--- src/hw/rtl/xtsc_pkg.sv ---
`timescale 1ns / 1ps

package xtsc_pkg;

    // Set-1 scan codes with special handling
    localparam logic [7:0] SC_LSHIFT_MAKE  = 8'h2a;
    localparam logic [7:0] SC_RSHIFT_MAKE  = 8'h36;
    localparam logic [7:0] SC_LSHIFT_BREAK = 8'haa;
    localparam logic [7:0] SC_RSHIFT_BREAK = 8'hb6;
    localparam logic [7:0] SC_ALT_MAKE     = 8'h38;
    localparam logic [7:0] SC_ALT_BREAK    = 8'hb8;
    localparam logic [7:0] SC_BREAK_BIT    = 8'h80;
    localparam logic [7:0] SC_CODE_MASK    = 8'h7f;

    localparam logic CMD_SCAN  = 1'b0;
    localparam logic CMD_DRAIN = 1'b1;

    typedef enum logic [1:0] {
        ST_IDLE,
        ST_FETCH,
        ST_MAP,
        ST_SEND
    } state_t;

    function automatic logic [7:0] map_plain(input logic [6:0] code);
        logic [7:0] ch;
        ch = 8'h00;
        case (code)
            7'd1:  ch = 8'h1b;
            7'd2:  ch = 8'h31;
            7'd3:  ch = 8'h32;
            7'd4:  ch = 8'h33;
            7'd5:  ch = 8'h34;
            7'd6:  ch = 8'h35;
            7'd7:  ch = 8'h36;
            7'd8:  ch = 8'h37;
            7'd9:  ch = 8'h38;
            7'd10: ch = 8'h39;
            7'd11: ch = 8'h30;
            7'd12: ch = 8'h2d;
            7'd13: ch = 8'h2b;
            7'd14: ch = 8'h08;
            7'd15: ch = 8'h09;
            7'd16: ch = 8'h71;
            7'd17: ch = 8'h77;
            7'd18: ch = 8'h65;
            7'd19: ch = 8'h72;
            7'd20: ch = 8'h74;
            7'd21: ch = 8'h79;
            7'd22: ch = 8'h75;
            7'd23: ch = 8'h69;
            7'd24: ch = 8'h6f;
            7'd25: ch = 8'h70;
            7'd26: ch = 8'h7d;
            7'd28: ch = 8'h0a;
            7'd30: ch = 8'h61;
            7'd31: ch = 8'h73;
            7'd32: ch = 8'h64;
            7'd33: ch = 8'h66;
            7'd34: ch = 8'h67;
            7'd35: ch = 8'h68;
            7'd36: ch = 8'h6a;
            7'd37: ch = 8'h6b;
            7'd38: ch = 8'h6c;
            7'd39: ch = 8'h7c;
            7'd40: ch = 8'h7b;
            7'd43: ch = 8'h27;
            7'd44: ch = 8'h7a;
            7'd45: ch = 8'h78;
            7'd46: ch = 8'h63;
            7'd47: ch = 8'h76;
            7'd48: ch = 8'h62;
            7'd49: ch = 8'h6e;
            7'd50: ch = 8'h6d;
            7'd51: ch = 8'h3c;
            7'd55: ch = 8'h2a;
            7'd57: ch = 8'h20;
            7'd74: ch = 8'h2d;
            7'd78: ch = 8'h2b;
            7'd86: ch = 8'h3c;
            default: ch = 8'h00;
        endcase
        return ch;
    endfunction

    function automatic logic [7:0] map_shift(input logic [6:0] code);
        logic [7:0] ch;
        ch = 8'h00;
        case (code)
            7'd1:  ch = 8'h1b;
            7'd2:  ch = 8'h21;
            7'd3:  ch = 8'h22;
            7'd4:  ch = 8'h23;
            7'd5:  ch = 8'h20;
            7'd6:  ch = 8'h25;
            7'd7:  ch = 8'h5e;
            7'd8:  ch = 8'h26;
            7'd9:  ch = 8'h2a;
            7'd10: ch = 8'h28;
            7'd11: ch = 8'h29;
            7'd12: ch = 8'h5f;
            7'd13: ch = 8'h3d;
            7'd14: ch = 8'h08;
            7'd15: ch = 8'h09;
            7'd16: ch = 8'h51;
            7'd17: ch = 8'h57;
            7'd18: ch = 8'h45;
            7'd19: ch = 8'h52;
            7'd20: ch = 8'h54;
            7'd21: ch = 8'h59;
            7'd22: ch = 8'h55;
            7'd23: ch = 8'h49;
            7'd24: ch = 8'h4f;
            7'd25: ch = 8'h50;
            7'd26: ch = 8'h5d;
            7'd27: ch = 8'h5e;
            7'd28: ch = 8'h0a;
            7'd30: ch = 8'h41;
            7'd31: ch = 8'h53;
            7'd32: ch = 8'h44;
            7'd33: ch = 8'h46;
            7'd34: ch = 8'h47;
            7'd35: ch = 8'h48;
            7'd36: ch = 8'h4a;
            7'd37: ch = 8'h4b;
            7'd38: ch = 8'h4c;
            7'd39: ch = 8'h3b;
            7'd40: ch = 8'h22;
            7'd43: ch = 8'h2a;
            7'd44: ch = 8'h5a;
            7'd45: ch = 8'h58;
            7'd46: ch = 8'h43;
            7'd47: ch = 8'h56;
            7'd48: ch = 8'h42;
            7'd49: ch = 8'h4e;
            7'd50: ch = 8'h4d;
            7'd51: ch = 8'h3b;
            7'd52: ch = 8'h3e;
            7'd53: ch = 8'h2f;
            7'd55: ch = 8'h2a;
            7'd57: ch = 8'h20;
            7'd74: ch = 8'h2d;
            7'd78: ch = 8'h2b;
            7'd86: ch = 8'h3e;
            default: ch = 8'h00;
        endcase
        return ch;
    endfunction

    function automatic logic [7:0] map_alt(input logic [6:0] code);
        logic [7:0] ch;
        ch = 8'h00;
        case (code)
            7'd3:  ch = 8'h40;
            7'd5:  ch = 8'h24;
            7'd8:  ch = 8'h7b;
            7'd9:  ch = 8'h5b;
            7'd10: ch = 8'h5d;
            7'd11: ch = 8'h7d;
            7'd12: ch = 8'h5c;
            7'd27: ch = 8'h7e;
            7'd28: ch = 8'h0a;
            7'd86: ch = 8'h7c;
            default: ch = 8'h00;
        endcase
        return ch;
    endfunction

    // codes above the table fall through to the default arms and give 0
    function automatic logic [7:0] decode(input logic [6:0] code, input logic shift,
                                          input logic alt);
        logic [7:0] ch;
        if (shift && alt) begin
            ch = 8'h00;
        end else if (shift) begin
            ch = map_shift(code);
        end else if (alt) begin
            ch = map_alt(code);
        end else begin
            ch = map_plain(code);
        end
        return ch;
    endfunction

endpackage

--- src/hw/rtl/xt_scancode_to_char_fifo_top.sv ---
`timescale 1ns / 1ps

// XT set-1 scan code queue and character decoder.
// Input channel (s_): s_cmd = 0 carries one raw scan code in s_scan_code, s_cmd = 1
// asks for a drain. Shift and alt make/break codes update the modifier flags, other
// break codes are dropped, and remaining codes are queued (low 7 bits) while there is
// room; a code that arrives on a full queue is dropped.
// Result channel (m_): a drain yields one m_char_code per queued code, oldest first,
// mapped through the plain, shift or alt table picked by the flags, or 0 with both set;
// m_last marks the final character. A drain of an empty queue yields nothing.
// Drain order: each code passes through a queue memory read, a table lookup into the
// output register and the result transfer, which waits while the receiver holds
// m_ready low.
// s_ready is high only when no drain is in progress.
// Stall: the result register holds its value until the receiver takes it.
// Reset (aresetn low, synchronous): queue emptied, pointers and flags cleared,
// no result pending. Queue contents are not cleared.
module xt_scancode_to_char_fifo_top #(
    parameter int QUEUE_DEPTH = 16
) (
    input  logic       aclk,
    input  logic       aresetn,
    input  logic       s_valid,
    output logic       s_ready,
    input  logic       s_cmd,
    input  logic [7:0] s_scan_code,
    output logic       m_valid,
    input  logic       m_ready,
    output logic [7:0] m_char_code,
    output logic       m_last
);

    localparam int PTR_W = (QUEUE_DEPTH > 1) ? $clog2(QUEUE_DEPTH) : 1;
    localparam int CNT_W = $clog2(QUEUE_DEPTH + 1);
    localparam logic [PTR_W-1:0] PTR_MAX = PTR_W'(QUEUE_DEPTH - 1);
    localparam logic [CNT_W-1:0] CNT_FULL = CNT_W'(QUEUE_DEPTH);
    localparam logic [CNT_W-1:0] CNT_ONE = CNT_W'(1);

    xtsc_pkg::state_t state_reg, state_next;

    logic [CNT_W-1:0] count_reg, count_next;
    logic [PTR_W-1:0] wr_ptr_reg, wr_ptr_next;
    logic [PTR_W-1:0] rd_ptr_reg, rd_ptr_next;
    logic             shift_reg, shift_next;
    logic             alt_reg, alt_next;
    logic             m_valid_reg, m_valid_next;
    logic [7:0]       char_reg, char_next;
    logic             last_reg, last_next;

    logic [6:0]       queue_mem [QUEUE_DEPTH];
    logic [6:0]       rd_data_reg;
    logic             wr_en;

    always_ff @(posedge aclk) begin
        if (wr_en) begin
            queue_mem[wr_ptr_reg] <= s_scan_code[6:0] & xtsc_pkg::SC_CODE_MASK[6:0];
        end
        rd_data_reg <= queue_mem[rd_ptr_reg];
    end

    always_ff @(posedge aclk) begin
        if (!aresetn) begin
            state_reg   <= xtsc_pkg::ST_IDLE;
            count_reg   <= '0;
            wr_ptr_reg  <= '0;
            rd_ptr_reg  <= '0;
            shift_reg   <= 1'b0;
            alt_reg     <= 1'b0;
            m_valid_reg <= 1'b0;
        end else begin
            state_reg   <= state_next;
            count_reg   <= count_next;
            wr_ptr_reg  <= wr_ptr_next;
            rd_ptr_reg  <= rd_ptr_next;
            shift_reg   <= shift_next;
            alt_reg     <= alt_next;
            m_valid_reg <= m_valid_next;
        end
    end

    always_ff @(posedge aclk) begin
        char_reg <= char_next;
        last_reg <= last_next;
    end

    always_comb begin
        state_next   = state_reg;
        count_next   = count_reg;
        wr_ptr_next  = wr_ptr_reg;
        rd_ptr_next  = rd_ptr_reg;
        shift_next   = shift_reg;
        alt_next     = alt_reg;
        m_valid_next = m_valid_reg;
        char_next    = char_reg;
        last_next    = last_reg;
        wr_en        = 1'b0;
        s_ready      = 1'b0;

        case (state_reg)
            xtsc_pkg::ST_IDLE: begin
                s_ready = 1'b1;
                if (s_valid) begin
                    if (s_cmd == xtsc_pkg::CMD_DRAIN) begin
                        if (count_reg != '0) begin
                            state_next = xtsc_pkg::ST_FETCH;
                        end
                    end else if (s_scan_code == xtsc_pkg::SC_LSHIFT_MAKE ||
                                 s_scan_code == xtsc_pkg::SC_RSHIFT_MAKE) begin
                        shift_next = 1'b1;
                    end else if (s_scan_code == xtsc_pkg::SC_LSHIFT_BREAK ||
                                 s_scan_code == xtsc_pkg::SC_RSHIFT_BREAK) begin
                        shift_next = 1'b0;
                    end else if (s_scan_code == xtsc_pkg::SC_ALT_MAKE) begin
                        alt_next = 1'b1;
                    end else if (s_scan_code == xtsc_pkg::SC_ALT_BREAK) begin
                        alt_next = 1'b0;
                    end else if ((s_scan_code & xtsc_pkg::SC_BREAK_BIT) == 8'h00 &&
                                 count_reg != CNT_FULL) begin
                        wr_en       = 1'b1;
                        wr_ptr_next = (wr_ptr_reg == PTR_MAX) ? '0 : wr_ptr_reg + 1'b1;
                        count_next  = count_reg + 1'b1;
                    end
                end
            end
            xtsc_pkg::ST_FETCH: begin
                // memory read of the head entry lands in rd_data_reg
                state_next = xtsc_pkg::ST_MAP;
            end
            xtsc_pkg::ST_MAP: begin
                char_next    = xtsc_pkg::decode(rd_data_reg, shift_reg, alt_reg);
                last_next    = (count_reg == CNT_ONE);
                m_valid_next = 1'b1;
                rd_ptr_next  = (rd_ptr_reg == PTR_MAX) ? '0 : rd_ptr_reg + 1'b1;
                count_next   = count_reg - 1'b1;
                state_next   = xtsc_pkg::ST_SEND;
            end
            xtsc_pkg::ST_SEND: begin
                if (m_ready) begin
                    m_valid_next = 1'b0;
                    state_next   = (count_reg == '0) ? xtsc_pkg::ST_IDLE : xtsc_pkg::ST_FETCH;
                end
            end
            default: begin
                state_next = xtsc_pkg::ST_IDLE;
            end
        endcase
    end

    assign m_valid     = m_valid_reg;
    assign m_char_code = char_reg;
    assign m_last      = last_reg;

endmodule

--- config.mk ---
export PLATFORM = sky130hd
export DESIGN_NAME = xt_scancode_to_char_fifo_top
export DESIGN_NICKNAME = d
export VERILOG_FILES = /design/src/hw/rtl/xtsc_pkg.sv /design/src/hw/rtl/xt_scancode_to_char_fifo_top.sv
export SDC_FILE = /design/constraint.sdc
export NUM_CORES = 1
export LEC_CHECK = 0
export BUFFER_PORTS_ARGS = -buffer_cell sky130_fd_sc_hd__buf_4
export CAP_MARGIN = 40
export CORE_UTILIZATION = 62
export DETAILED_ROUTE_END_ITERATION = 10
export PLACE_DENSITY_LB_ADDON = 0.25
export SLEW_MARGIN = 20
export SYNTH_ARGS = -nofsm -noshare
export SYNTH_HDL_FRONTEND = slang
export SYNTH_SLANG_ARGS = --single-unit
--- constraint.sdc ---
create_clock -name aclk -period 3.3 [get_ports aclk]
set_clock_uncertainty 0.15 [all_clocks]
set_input_delay 0.66 -clock aclk [delete_from_list [all_inputs] [get_ports aclk]]
set_output_delay 0.66 -clock aclk [all_outputs]
set_load 0.02 [all_outputs]
==> metrics.md, run 1 <==
| Metric | Value |
|---|---|
| Crit Path Max Fanout | 10 |
| Maximum vdd drop | 0.586 mV |
| Outcome | complete, but fails checks |
| Net Sw Frac | 27.3% |
| Grt met3 use | 6.72% |
| H-tree levels | 4 |
| Grt met1 use | 42.7% |
| Final setup TNS | 0 ns |
| Die Wd | 111 µm |
| Crit path cell chain | inv_1 -> ha_1 -> nand3b_1 -> a311oi_2 -> and2_1 -> nand2_1 -> nor3_1 -> buf_4 |
| Synth Register Bits | 145 |
| M2 GR Usage | 54.5% |
| Total clock sinks | 145 |
| Gr ovfl total | 0 |
| CP peak stage delay | 0.40 ns |
| Mean Syn Cell Area | 12.7 µm² |
| PortBufs | 22 |
| Crit-path slowest cell | and2_1 |
| Core area | 11500 µm² |
| DP Cell Count | 730 |
| EDFF count, synth | 120 |
| Final WS setup | 0.496 ns |
| Largest net degree at the start of global routing | 34 |
| Post-detail-place hpwl | 12.1 mm |
| First-pass GRT wire length | 29.9 mm |
| Fmax | 357 MHz |
| Kind of critical path | reg2reg |
| Most common cell after layout, fill and taps aside | edfxtp_1 |
| Pleak | 2.76 nW |
| Routed len/inst | 25.1 µm |
| Clock buffer depth | 2 |
| Aggregate routed wire length | 19.1 mm |
| Number of global-route vias before repair | 5260 |
| Post-route insts no fill | 762 |
| Fin Hold WS | 0.323 ns |
| # hold bufs at CTS | 0 |
| HP Class | in2reg |
| CTS clk-pin slew, worst paths | 0.06 ns |
| Critical path data arrival time | 2.78 ns |
| Initial Util | 64.0% |
| Logic pwr share | 17.1% |
| Slew @ Worst Pin | 0.818 ns |
| Die height | 111 µm |
| Ant diodes | 0 |
| Number of distinct library cells after synthesis | 77 |
| RSZ-0062 raised after global routing | no |
| Total CTS buffers | 17 |
| Fraction of layout cells with a size suffix above 1 | 20.7% |
| Most used cells in the layout excluding fill and tap cells | edfxtp_1, buf_4, nor2_1 |
| Vias post-DR | 5400 |
| Avg Vias per Cell | 7.09 |
| Setup Buffers After CTS | 0 |
| DR pass1 iterations | 9 |
| CTS tree | built |
| Reg power frac | 42.6% |
| Synth Net Count | 612 |
| Max FFs per register | 112 |
| Dominant synthesized flop cell | edfxtp_1 |
| Antenna Nets Post-Route | 0 |
| Fin crit share | 85.0% |
| Initial DRC Count | 833 |
| I/O Pins | 24 |
| Final setup violation count | 0 |
| Sw power | 0.00135 W |
| Clk pwr share | 40.3% |
| Dpl ws | 0.443 ns |
| Final min period | 2.80 ns |
| Internal | 0.00359 W |
| Total track usage | 32.8% |
| Async SR Flop Fraction | 0% |
| Die Area | 12300 µm² |
| Post-layout nets | 636 |
| Rows | 39 |
| Final Hold Viols | 0 |
| Data required, critical path | 3.28 ns |
| P&R area growth vs syn | 13.4% |
| Worst slew margin | 45.4% |
| Netlist Area Pre-Place | 7370 µm² |
| CP Capture Type | flop |
| Failing checks | design-rule violations |
| Cell count after synthesis | 582 |
| Clk_lat worst skew | 0.42 ns |
| Max Cap Viol | 0 |
| Root Buffer | clkbuf_16 |
| Ys Warns | 0 |
| Initial antenna violation count | 0 |
| Post-route DRC | 3 |
| Max Slew Vio Count | 0 |
| RePlAce Congestion | 1.01 |
| Sequential area share after synthesis | 55.7% |
| Layer with the highest usage | met2 |
| Post-CTS sizing | 0 |
| CP startpoint kind | flop |
| Power per cell area | 592 nW/µm² |
## Yosys cell counts, drive strengths merged, types with 3 or more instances
cell     count  area (µm²)
mux4        35         788
o21a         5        37.5
nand2b      10        62.6
nand2       29         109
a41oi        3        26.3
nor2        45         169
nand3       10        50.1
a31oi        7        43.8
o22ai        3        18.8
clkbuf      23        86.3
ha          17         213
nor3        18        95.1
o41ai        3        26.3
o31ai        4        30.0
nor2b       14        87.6
a311oi       4        41.3
a21oi       35         175
nand4b       3        26.3
xor2         4        35.0
a211oi       9        67.6
or4          3        22.5
o2111ai      3        26.3
a211o        6        52.6
o21ai       22         110
a221oi       3        32.5
dfxtp       25         500
and2         4        25.0
o311ai       4        35.0
a22oi        3        27.5
or3         11        68.8
inv         18        67.6
nor4b        5        43.8
nand3b       7        52.6
edfxtp     120        3600
mux2i        7        70.1
buf         22         118
## final timing paths
path	cells after the start	endpoint	slack, ns	start
setup reg to reg	8	queue_mem[1][4]$_DFFE_PP_	0.50	state_reg[0]$_SDFFE_PN0P_
hold reg to reg	2	m_valid$_SDFFE_PN0P_	0.39	m_valid$_SDFFE_PN0P_
setup / recovery	8	queue_mem[1][4]$_DFFE_PP_	0.50	state_reg[0]$_SDFFE_PN0P_
hold / removal	2	shift_reg$_SDFFE_PN0P_	0.32	s_scan_code[7]
## final cells by class
class,count,area (µm²)
Sequential cell,145,4110
Fill cell,707,3160
Multi-Input combinational cell,373,2990
Clock buffer,21,482
Timing Repair Buffer,50,388
Tap cell,143,179
Clock inverter,11,141
Inverter,19,71.3
## layer usage
metal,wire length [µm],up-vias
li1,-,2321
met2,9480,368
met5,0,-
met3,1780,54
met4,624,0
met1,7230,2657
## worst max-delay path: cells and delay by family (launching register included)
family,cells,cell delay (ns)
flip-flops,1,0.31
buffers and inverters,2,0.36
AND/OR/NAND/NOR,4,1.13
adder cells (fa/ha/maj),1,0.25
AO/OA/AOI/OAI,1,0.30
## kinds of logic (layout without fill, tap and decap cells)
family	Yosys count	in the layout	share of synthesized area [%]
AO/OA/AOI/OAI	130	130	12.2
XOR/XNOR	5	5	0.594
adder cells (fa/ha/maj)	17	17	2.89
buffers and inverters	64	101	3.73
flip-flops	145	145	55.7
multiplexers	42	42	11.6
other	1	1	0.0509
AND/OR/NAND/NOR	178	178	13.2
## per-stage QoR
step / instance area, µm² / utilization (%) / power [W]
after floorplan: 7370 / - / 0.00271
after global placement: 7730 / 67.2 / 0.00294
after detailed placement: 7730 / 67.2 / 0.00295
after CTS: 8360 / 72.6 / 0.00492
after global routing: 8360 / 72.6 / 0.00509
final: 8360 / 72.6 / 0.00494
## power groups by stage
| stage | Clock [W] | Combinational (W) | Sequential [W] |
|---|---|---|---|
| 3_3_place_gp | 0 | 0.000802 | 0.00214 |
| 2_1_floorplan | 0 | 0.000598 | 0.00211 |
| 3_5_place_dp | 0 | 0.000813 | 0.00214 |
| 6_report | 0.00200 | 0.000843 | 0.00211 |
| 5_1_grt | 0.00207 | 0.000911 | 0.00211 |
| 4_1_cts | 0.00200 | 0.000824 | 0.00210 |
Power figures use the tool's default switching activity.
==> inputs of run 2 (changes only) <==
clock period = 2.7 ns   (was 3.3 ns; I/O delays follow)
==> run 2 against run 1 <==
The run still ends with design-rule violations left. Final area rose by 1.8%. Combinational power rose by 35%. Worst hold slack got worse by 0.13 ns. Sequential power rose by 20%. Fmax rose by 9.4%. Sequential share of layout area fell by 0.86 points. Routed wire length rose by 8.9%. Power rose by 18%. Largest power group unchanged.
==> metrics.md, run 2 (synthesis gave the netlist of run 1 again) <==
| Metric | Value |
|---|---|
| Outcome | complete, but fails checks |
| Failing checks | design-rule violations |
| Fin Hold WS | 0.195 ns |
| Initial Util | 64.0% |
| Initial antenna violation count | 2 |
| Vias post-DR | 5609 |
| Setup Buffers After CTS | 0 |
| HP Class | in2reg |
| Total clock sinks | 145 |
| Max FFs per register | 112 |
| RePlAce Congestion | 0.978 |
| Clk pwr share | 37.1% |
| Reg power frac | 43.5% |
| Root Buffer | clkbuf_16 |
| Antenna Nets Post-Route | 0 |
| CP startpoint kind | flop |
| Sw power | 0.00170 W |
| Pleak | 2.87 nW |
| Area occupied by multi-input gates | 3030 µm² |
| Delay-heaviest family, CP | compound AO/OA/AOI/OAI gates |
| Die Wd | 111 µm |
| Crit Path Max Fanout | 7 |
| Fin crit share | 94.9% |
| Power per cell area | 688 nW/µm² |
| CP Capture Type | flop |
| P&R area growth vs syn | 15.4% |
| Final setup TNS | 0 ns |
| Most common cell after layout, fill and taps aside | edfxtp_1 |
| Final setup violation count | 0 |
| Aggregate routed wire length | 20.8 mm |
| Kind of critical path | reg2reg |
| Max Slew Vio Count | 0 |
| Net Sw Frac | 29.1% |
| Max Cap Viol | 0 |
| CTS clk-pin slew, worst paths | 0.07 ns |
| Fraction of layout cells with a size suffix above 1 | 24.6% |
| H-tree levels | 4 |
| Number of global-route vias before repair | 5412 |
| RSZ-0062 raised after global routing | no |
| Die height | 111 µm |
| Clk_lat worst skew | 0.42 ns |
| Critical path data arrival time | 2.71 ns |
| Worst slew margin | 49.9% |
| Routed len/inst | 26.4 µm |
| Maximum vdd drop | 0.528 mV |
| Gr ovfl total | 0 |
| Crit-path slowest cell | a221oi_1 |
| Most used cells in the layout excluding fill and tap cells | edfxtp_1, buf_4, nor2_1 |
| Internal | 0.00415 W |
| CP peak stage delay | 0.42 ns |
| Die Area | 12300 µm² |
| Total CTS buffers | 17 |
| Number of fill cells | 723 |
| Data required, critical path | 2.85 ns |
| PortBufs | 22 |
| Post-detail-place hpwl | 13.2 mm |
| WP buf/inv | 2 |
| Post-layout nets | 659 |
| Slew @ Worst Pin | 0.750 ns |
| Final min period | 2.56 ns |
| DR pass1 iterations | 8 |
| Initial DRC Count | 756 |
| Largest net degree at the start of global routing | 34 |
| Post-route DRC | 6 |
| Rows | 39 |
| First-pass GRT wire length | 31.9 mm |
| Crit path cell chain | inv_1 -> ha_1 -> nor2_1 -> a211o_1 -> a221oi_1 -> a311oi_1 -> nor4b_2 -> buf_4 |
| Total track usage | 35.5% |
| Final Hold Viols | 0 |
| Core area | 11500 µm² |
| Register Area | 4110 µm² |
| Clock buffer depth | 2 |
| Avg Vias per Cell | 7.13 |
| Fmax | 390 MHz |
| I/O Pins | 24 |
| CTS tree | built |
| Logic pwr share | 19.5% |
==> run 2: cell count changes in the layout (fill, tap and decap cells not counted), moves of 2 or more <==
cell       change
clkbuf_8       -2
diode_2        +2
bufinv_16      -2
inv_6          +3
clkinv_2       +2
nor3_2         +3
nor3_1         -3
buf_4         +22
==> run 2: routing by layer <==
| layer | GRT usage [%] | up-vias | wire length [µm] |
|---|---|---|---|
| met1 | 42.2 | 2770 | 7520 |
| met4 | 15.9 | 0 | 1110 |
| li1 | - | 2365 | - |
| met5 | 0 | - | 0 |
| met2 | 62.7 | 378 | 10600 |
| met3 | 7.05 | 96 | 1570 |
==> run 2: layout make-up <==
type / instances / area share (%)
repair buffers: 73 / 6.74
well taps: 143 / 2.10
diodes: 2 / 0.0588
inverters: 19 / 0.838
clock inverters: 14 / 1.40
flip-flops and latches: 145 / 48.3
clock buffers: 18 / 5.04
multi-input cells: 373 / 35.6
==> run 2: worst paths after layout <==
check / startpoint / to / slack (ns) / depth (start not counted)
worst max-delay path: rd_data_reg[0]$_DFF_P_ / m_char_code[2]$_SDFFCE_PP0P_ / 0.14 / 8
worst min-delay path: s_scan_code[7] / shift_reg$_SDFFE_PN0P_ / 0.20 / 2
worst max register to register: rd_data_reg[0]$_DFF_P_ / m_char_code[2]$_SDFFCE_PP0P_ / 0.14 / 8
worst min register to register: count_reg[4]$_SDFFE_PN0P_ / count_reg[4]$_SDFFE_PN0P_ / 0.40 / 2
==> run 2: per-stage QoR <==
| stage | util [%] | power, W | instance area (µm²) | worst slack, ns | std cells |
|---|---|---|---|---|---|
| after global placement | 68.9 | 0.00365 | 7940 | 0.0638 | 753 |
| after detailed placement | 68.9 | 0.00368 | 7940 | 0.0266 | 753 |
| after CTS | 73.7 | 0.00583 | 8490 | 0.123 | 785 |
| after global routing | 73.8 | 0.00603 | 8500 | 0.0330 | 785 |
| after floorplan | - | 0.00331 | 7390 | 0.0713 | 582 |
| final | 73.9 | 0.00585 | 8510 | 0.137 | 787 |
==> run 2: repair_timing <==
action	CTS	global route
resized for setup	1	3
endpoints found under the setup margin	1	15
hold buffers	0	0
endpoints found under the hold margin	0	0
==> run 2: worst reg2reg max path: stages (launching register included) <==
cell and delay (ns):
dfxtp_1 0.36, inv_1 0.12, ha_1 0.31, nor2_1 0.09, a211o_1 0.33, a221oi_1 0.42
a311oi_1 0.14, nor4b_2 0.34, buf_4 0.17
==> run 2: power by group through the flow <==
stage                     Clock, W  Combinational, W  Sequential (W)
after floorplan                  0          0.000732         0.00258
after global placement           0           0.00107         0.00259
after detailed placement         0           0.00109         0.00259
after CTS                  0.00217           0.00111         0.00254
after global routing       0.00226           0.00122         0.00255
final                      0.00217           0.00114         0.00254
